**src/design/png_scanline_unfilter_assert.svh**
```systemverilog
// ----------------------------------------------------------------------------
// Scanline unfilter assertion macros
// Concurrent checks clocked on clk and disabled while arst_n is low.
// Define NO_ASSERTIONS to compile them out.
// ----------------------------------------------------------------------------
`ifndef PNG_SCANLINE_UNFILTER_ASSERT_SVH
`define PNG_SCANLINE_UNFILTER_ASSERT_SVH
`ifndef NO_ASSERTIONS
`define SLU_ASSERT_IMP(lbl, ante, cons) \
	lbl: assert property (@(posedge clk) disable iff (!arst_n) (ante) |-> (cons)) \
		else $error("scanline unfilter check failed");
`define SLU_ASSERT_NXT(lbl, ante, cons) \
	lbl: assert property (@(posedge clk) disable iff (!arst_n) (ante) |=> (cons)) \
		else $error("scanline unfilter check failed");
`else
`define SLU_ASSERT_IMP(lbl, ante, cons)
`define SLU_ASSERT_NXT(lbl, ante, cons)
`endif
`endif

```
**src/design/slu_pkg.sv**
```systemverilog
// ----------------------------------------------------------------------------
// Scanline unfilter package
// Filter codes, register indexes, word types and the Paeth predictor.
// ----------------------------------------------------------------------------
package slu_pkg;

	localparam int RB_W       = 14;
	localparam int BPP_W      = 3;
	localparam int CFG_IDX_W  = 1;
	localparam int CFG_DATA_W = 14;
	localparam int HIST_DEPTH = 4;
	localparam int HIST_IDX_W = 2;

	localparam logic [CFG_IDX_W-1:0] CFG_ROW_BYTES = 1'd0;
	localparam logic [CFG_IDX_W-1:0] CFG_BPP       = 1'd1;

	localparam logic [2:0] MODE_NONE  = 3'd0;
	localparam logic [2:0] MODE_SUB   = 3'd1;
	localparam logic [2:0] MODE_UP    = 3'd2;
	localparam logic [2:0] MODE_AVG   = 3'd3;
	localparam logic [2:0] MODE_PAETH = 3'd4;
	localparam logic [2:0] MODE_BAD   = 3'd5;

	localparam logic [7:0] MAX_FILTER_CODE = 8'd4;

	typedef struct packed {
		logic [7:0] data;
		logic [2:0] mode;
		logic       up_zero;
		logic       last;
	} slu_item_t;

	function automatic logic [7:0] paeth(input logic [7:0] a, input logic [7:0] b,
		input logic [7:0] c);
		logic signed [10:0] sa;
		logic signed [10:0] sb;
		logic signed [10:0] sc;
		logic signed [10:0] pa;
		logic signed [10:0] pb;
		logic signed [10:0] pc;
		logic [7:0] pick;
		sa = signed'({3'b000, a});
		sb = signed'({3'b000, b});
		sc = signed'({3'b000, c});
		pa = sb - sc;
		pb = sa - sc;
		pc = sa + sb - sc - sc;
		if (pa < 0) pa = -pa;
		if (pb < 0) pb = -pb;
		if (pc < 0) pc = -pc;
		if (pa <= pb && pa <= pc) pick = a;
		else if (pb <= pc) pick = b;
		else pick = c;
		return pick;
	endfunction

endpackage

```
**src/design/slu_stream_if.sv**
```systemverilog


interface slu_out_if;
	logic       valid;
	logic       ready;
	logic [7:0] pixel_byte;
	logic       last_in_row;
	logic       bad_filter;

	modport source(output valid, output pixel_byte, output last_in_row,
		output bad_filter, input ready);
	modport sink(input valid, input pixel_byte, input last_in_row,
		input bad_filter, output ready);
endinterface

```
**src/design/slu_recon.sv**
```systemverilog
// ----------------------------------------------------------------------------
// Reconstruction stage
// Applies the row filter to one word, keeps left and above-left history,
// writes the row store and drives the output register.
// ----------------------------------------------------------------------------
`include "png_scanline_unfilter_assert.svh"

module slu_recon #(
	parameter int ADDR_W = 13
) (
	input  logic                            clk,
	input  logic                            arst_n,
	input  logic                            push_valid,
	input  slu_pkg::slu_item_t              push_item,
	input  logic [ADDR_W-1:0]               push_col,
	input  logic                            hist_clr,
	input  logic [slu_pkg::HIST_IDX_W-1:0]  bpp_idx,
	input  logic [7:0]                      up_byte,
	output logic                            take,
	output logic                            wr_en,
	output logic [ADDR_W-1:0]               wr_addr,
	output logic [7:0]                      wr_data,
	slu_out_if.source                       dout
);

	logic               valid_s1;
	slu_pkg::slu_item_t item_s1;
	logic [ADDR_W-1:0]  col_s1;
	logic               out_valid_q;
	logic [7:0]         pixel_q;
	logic               last_q;
	logic               bad_q;
	logic [7:0]         left_q   [slu_pkg::HIST_DEPTH];
	logic [7:0]         upleft_q [slu_pkg::HIST_DEPTH];
	logic               s1_adv;
	logic [7:0]         left;
	logic [7:0]         upleft;
	logic [7:0]         up;
	logic [8:0]         sum;
	logic [7:0]         pred;
	logic [7:0]         res;

	assign s1_adv = valid_s1 && (!out_valid_q || dout.ready);
	assign take   = !valid_s1 || s1_adv;

	assign left   = left_q[bpp_idx];
	assign upleft = upleft_q[bpp_idx];
	assign up     = item_s1.up_zero ? 8'd0 : up_byte;
	assign sum    = {1'b0, left} + {1'b0, up};

	always_comb begin
		case (item_s1.mode)
			slu_pkg::MODE_SUB:   pred = left;
			slu_pkg::MODE_UP:    pred = up;
			slu_pkg::MODE_AVG:   pred = sum[8:1];
			slu_pkg::MODE_PAETH: pred = slu_pkg::paeth(left, up, upleft);
			default:             pred = 8'd0;
		endcase
	end

	assign res     = item_s1.data + pred;
	assign wr_en   = s1_adv;
	assign wr_addr = col_s1;
	assign wr_data = res;

	always_ff @(posedge clk or negedge arst_n) begin
		if (!arst_n) begin
			valid_s1 <= 1'b0;
		end else if (take) begin
			valid_s1 <= push_valid;
		end
	end

	always_ff @(posedge clk) begin
		if (take && push_valid) begin
			item_s1 <= push_item;
			col_s1  <= push_col;
		end
	end

	always_ff @(posedge clk or negedge arst_n) begin
		if (!arst_n) begin
			for (int k = 0; k < slu_pkg::HIST_DEPTH; k++) begin
				left_q[k]   <= 8'd0;
				upleft_q[k] <= 8'd0;
			end
		end else if (hist_clr) begin
			for (int k = 0; k < slu_pkg::HIST_DEPTH; k++) begin
				left_q[k]   <= 8'd0;
				upleft_q[k] <= 8'd0;
			end
		end else if (s1_adv) begin
			for (int k = slu_pkg::HIST_DEPTH - 1; k > 0; k--) begin
				left_q[k]   <= left_q[k-1];
				upleft_q[k] <= upleft_q[k-1];
			end
			left_q[0]   <= res;
			upleft_q[0] <= up;
		end
	end

	always_ff @(posedge clk or negedge arst_n) begin
		if (!arst_n) begin
			out_valid_q <= 1'b0;
		end else if (s1_adv) begin
			out_valid_q <= 1'b1;
		end else if (dout.ready) begin
			out_valid_q <= 1'b0;
		end
	end

	always_ff @(posedge clk) begin
		if (s1_adv) begin
			pixel_q <= res;
			last_q  <= item_s1.last;
			bad_q   <= (item_s1.mode == slu_pkg::MODE_BAD);
		end
	end

	assign dout.valid       = out_valid_q;
	assign dout.pixel_byte  = pixel_q;
	assign dout.last_in_row = last_q;
	assign dout.bad_filter  = bad_q;

	`SLU_ASSERT_IMP(a_push_room, push_valid, take)
	`SLU_ASSERT_IMP(a_clr_excl, hist_clr, !push_valid)
	`SLU_ASSERT_NXT(a_s1_hold, valid_s1 && !s1_adv, valid_s1 && $stable(item_s1))
	`SLU_ASSERT_NXT(a_out_src, !out_valid_q && !s1_adv, !out_valid_q)

endmodule

```
**src/flat_wrapper.sv**
```systemverilog
// flat-port wrapper written by rule: the top's interface ports become plain ports
module slu_recon_flat 
#(
	parameter int ADDR_W = 13
)
  (clk, arst_n, push_valid, push_item, push_col, hist_clr, bpp_idx, up_byte, take, wr_en, wr_addr, wr_data, dout_valid, dout_pixel_byte, dout_last_in_row, dout_bad_filter, dout_ready);
  slu_out_if dout_i ();
  input  logic clk;
  input  logic arst_n;
  input  logic push_valid;
  input  slu_pkg::slu_item_t push_item;
  input  logic [ADDR_W-1:0] push_col;
  input  logic hist_clr;
  input  logic [slu_pkg::HIST_IDX_W-1:0] bpp_idx;
  input  logic [7:0] up_byte;
  output logic take;
  output logic wr_en;
  output logic [ADDR_W-1:0] wr_addr;
  output logic [7:0] wr_data;
  output wire logic [$bits(dout_i.valid)-1:0] dout_valid;
  output wire logic [$bits(dout_i.pixel_byte)-1:0] dout_pixel_byte;
  output wire logic [$bits(dout_i.last_in_row)-1:0] dout_last_in_row;
  output wire logic [$bits(dout_i.bad_filter)-1:0] dout_bad_filter;
  input wire logic [$bits(dout_i.ready)-1:0] dout_ready;
  assign dout_valid = dout_i.valid;
  assign dout_pixel_byte = dout_i.pixel_byte;
  assign dout_last_in_row = dout_i.last_in_row;
  assign dout_bad_filter = dout_i.bad_filter;
  assign dout_i.ready = dout_ready;
  slu_recon #(.ADDR_W(ADDR_W)) u_core (.clk(clk), .arst_n(arst_n), .push_valid(push_valid), .push_item(push_item), .push_col(push_col), .hist_clr(hist_clr), .bpp_idx(bpp_idx), .up_byte(up_byte), .take(take), .wr_en(wr_en), .wr_addr(wr_addr), .wr_data(wr_data), .dout(dout_i));
endmodule
```
**config.mk**
```make
export PLATFORM = sky130hd
export DESIGN_NAME = slu_recon_flat
export DESIGN_NICKNAME = d
export VERILOG_FILES = /design/src/design/slu_pkg.sv /design/src/design/slu_stream_if.sv /design/src/design/slu_recon.sv /design/src/flat_wrapper.sv
export VERILOG_INCLUDE_DIRS = /design/src /design/src/design
export SDC_FILE = /design/constraint.sdc
export NUM_CORES = 1
export LEC_CHECK = 0
export BUFFER_PORTS_ARGS = -buffer_cell sky130_fd_sc_hd__buf_4
export CAP_MARGIN = 20
export CORE_UTILIZATION = 29
export CTS_BUF_LIST = sky130_fd_sc_hd__clkbuf_16
export DETAILED_ROUTE_END_ITERATION = 8
export PLACE_DENSITY_LB_ADDON = 0.15
export REMOVE_ABC_BUFFERS = 1
export SLEW_MARGIN = 20
export SYNTH_ARGS = -nofsm -noshare
export SYNTH_HDL_FRONTEND = slang
export SYNTH_SLANG_ARGS = --single-unit
```
**constraint.sdc**
```tcl
create_clock -name clk -period 12.5 [get_ports clk]
set_input_delay 3.125 -clock clk [delete_from_list [all_inputs] [get_ports clk]]
set_output_delay 3.125 -clock clk [all_outputs]
set_load 0.01 [all_outputs]
```
==> flow_metrics.py <==
metrics = {
    "global_routing": {
        "antenna_found_initial": 0,
        "grt_pass1_wl_mm": 34.2,
        "grt_pass1_vias": 6640,
        "grt_max_degree": 77,
        "grtUsageTotal_pct": 16.5,
        "globalRouteOverflowTotal": 0,
    },
    "synthesis": {
        "netlist_area_sq_um": 7360,
        "synth_top_area_share_pct": 22.4,
        "async_flop_share_pct": 64.7,
        "avgSynthCellArea_sq_um": 9.31,
        "synth_warnings": 0,
        "synth_cells": 791,
        "yosysUniqueCellTypes": 65,
        "ys_top_cells_by_area": "dfrtp_1 22%, edfxtp_1 15%, ha_1 13%",
        "synth_top_cell_by_area": "dfrtp_1",
        "ys_seq_area_share_pct": 37.1,
        "synth_seq_cells": 102,
        "ys_dominant_reg_cell": "dfrtp_1",
        "synth_edf_count": 36,
    },
    "sta": {
        "final.setup.tns_ps": -632,
        "period_share_pct": 103,
        "finalHoldViolations": 0,
        "fmax_ghz": 0.0779,
        "rsz0062_at_grt": "true",
        "maxSlewViolCount": 0,
        "fin_skew_ps": 8.20,
        "setup_ws_ps": -340,
        "worst_slew_pin_slew_ps": 872,
        "slew_headroom_pct": 41.9,
        "setup_viol": 3,
        "finalWorstPathRequiredPeriod_ps": 12840,
    },
    "worst_setup_path": {
        "crit_required_ps": 9380,
        "cpMostUsedCell": "ha_1",
        "arrival_ps": 9710,
        "crit_path_start_kind": "input port",
        "path_class": "in -> out",
        "worst_path_max_delay_cell": "o41a_1",
        "slowest_delay_ps": 410,
        "end_kind": "output pin",
        "cp_max_fo": 3,
    },
    "floorplan": {
        "io_pins": 75,
        "die_y_um": 161,
        "die_area_sq_um": 26000,
        "die_w_um": 161,
        "num_rows": 57,
        "core_area_sq_um": 24600,
        "initial_core_util_pct": 29.9,
    },
    "drt": {
        "dr.pass1.iters": 4,
        "drt-initial-drc-count": 349,
        "drcViolationCount": 0,
        "routedWlPerCell_um": 15.1,
        "viasPerCell": 4.73,
        "wirelength_mm": 21.1,
        "antenna_left": 0,
        "vias": 6619,
    },
    "power_and_ir_drop": {
        "power_density_nw_per_um2": 126,
        "vdd_drop_max_mv": 0.0872,
        "p_leak_nw": 4.78,
    },
    "clocking": {
        "cts_root_buffer": "clkbuf_16",
        "cts_made_buffers": 9,
        "clock_path_buffers": 2,
        "hold_buffers": 0,
        "clkTransAtPathRegs_ps": 70,
        "cts.sinks": 102,
        "cts_tree": "built",
        "clkLatencyLatePin_ps": 350,
        "cts_max_level": 3,
    },
    "min_path": {
        "hold_path.class": "reg -> reg",
    },
    "cells_and_area": {
        "drive_above_1_share_pct": 38.5,
        "utilization_pct": 43.9,
        "n_antenna_cell": 0,
        "nets": 1188,
        "area_delta_synth_final_pct": 46.8,
        "instances_no_fill": 1398,
        "final_common_cell": "buf_4",
        "final_cell_mix": "271 x buf_4, 147 x nand2_1, 84 x a21oi_1, 66 x dfrtp_1, 63 x ha_1",
        "stdcell_area_sq_um": 10800,
    },
    "place": {
        "place_inst": 1355,
        "io_buffers": 74,
        "hpwl_mm": 16.1,
        "gp_congestion": 0.880,
        "placed_area_sq_um": 9650,
    },
    "run_status": {
        "status": "finished with violations",
        "violations": "setup timing",
    },
    "flow_run": {
        "maxCapViolCount": 0,
    },
}
## logic make-up (layout without fill, tap and decap cells)
kind of cell | Yosys count | in the layout | synth area share [%]
DFF | 102 | 102 | 37.1
AOI/OAI and AO/OA | 188 | 188 | 15.8
and+or+nand+nor | 284 | 284 | 17.6
buffers and inverters | 59 | 334 | 3.13
adders and majority gates | 78 | 78 | 13.7
muxes | 31 | 31 | 7.04
xor gates and xnor gates | 47 | 47 | 5.59
other | 2 | 10 | 0.102
## cell usage after synthesis, drive strengths merged, types with 5 or more instances
cell and n:
nand2b 11, mux2i 9, edfxtp 36, o21a 14
xor2 20, nor2 48, o31a 5, mux4 14
a21oi 99, ha 74, nand2 151, nand3b 6
nand3 8, inv 27, mux2 8, nor3 10
buf 9, o21ai 27, nor2b 22, xnor2 27
dfrtp 66, clkbuf 23, a21o 8
## per-stage QoR
step | hold slack (ps) | power, mW | setup WS, ps
after global placement | 403 | 0.953 | -990
final | 429 | 1.36 | -340
after CTS | 434 | 1.33 | -471
after detailed placement | 416 | 0.953 | -1200
after global routing | 434 | 1.46 | -777
after floorplan | 400 | 0.694 | -683
## cell type report
cell class,instances,area (sq um)
clock buffers,9,225
well taps,324,405
repair buffers,291,2270
fillers,2451,13800
clock inverters,7,73.8
inverters,27,101
flip-flops and latches,102,2730
multi-input cells,638,5000
## state kept, by name (all words and copies together) (netlist names)
name and flops:
u_core.upleft_q 32, u_core.dout.valid 1, u_core.dout.pixel_byte 8, u_core.left_q 32
u_core.valid_s1 1, u_core.dout.last_in_row 1, u_core.dout.bad_filter 1, u_core.wr_addr 13
u_core.item_s1 13
## worst paths after layout
kind                                        startpoint                           endpoint  slack, ps  depth (start not counted)
setup / recovery                            bpp_idx[1]                         wr_data[7]       -340                         39
hold / removal             u_core.item_s1[0]$_DFFE_PP_  u_core.dout.last_in_row$_DFFE_PP_        430                          0
setup reg to reg           u_core.item_s1[1]$_DFFE_PP_      u_core.left_q[31]$_DFFE_PN0P_       5230                         39
hold reg to reg            u_core.item_s1[0]$_DFFE_PP_  u_core.dout.last_in_row$_DFFE_PP_        430                          0
max in group asynchronous                       arst_n       u_core.left_q[7]$_DFFE_PN0P_       9040                          1
min in group asynchronous                       arst_n    u_core.upleft_q[18]$_DFFE_PN0P_       2890                          1
## where the power goes
| group | total (mW) | leakage [nW] | internal (mW) | switching [mW] |
|---|---|---|---|---|
| combinational | 0.702 | 3.38 | 0.366 | 0.337 |
| clock | 0.281 | 0.147 | 0.156 | 0.125 |
| sequential | 0.377 | 1.25 | 0.366 | 0.0114 |
## routing by layer
metal  wire (um)  up-vias  GRT usage (%)
met4         760        0           7.29
met1        9830     3146           21.8
li1            -     3361              -
met5           0        -              0
met2       10200       75           27.5
met3         325       37           1.62
## repair_timing
action | in CTS | in global routing
gates resized for setup | 90 | 44
pin swaps | 57 | 41
setup endpoints to repair | 7 | 7
setup buffers | 23 | 11
## worst max-delay path, delay by kind of cell
family          cells  cell delay, ps
buf+inv             8            1000
fa+ha+maj           4            1180
xor+xnor            4             660
mux                 1             130
simple gates        7             940
compound gates     15            2640
Note: power is estimated with default switching activity, not from simulation.
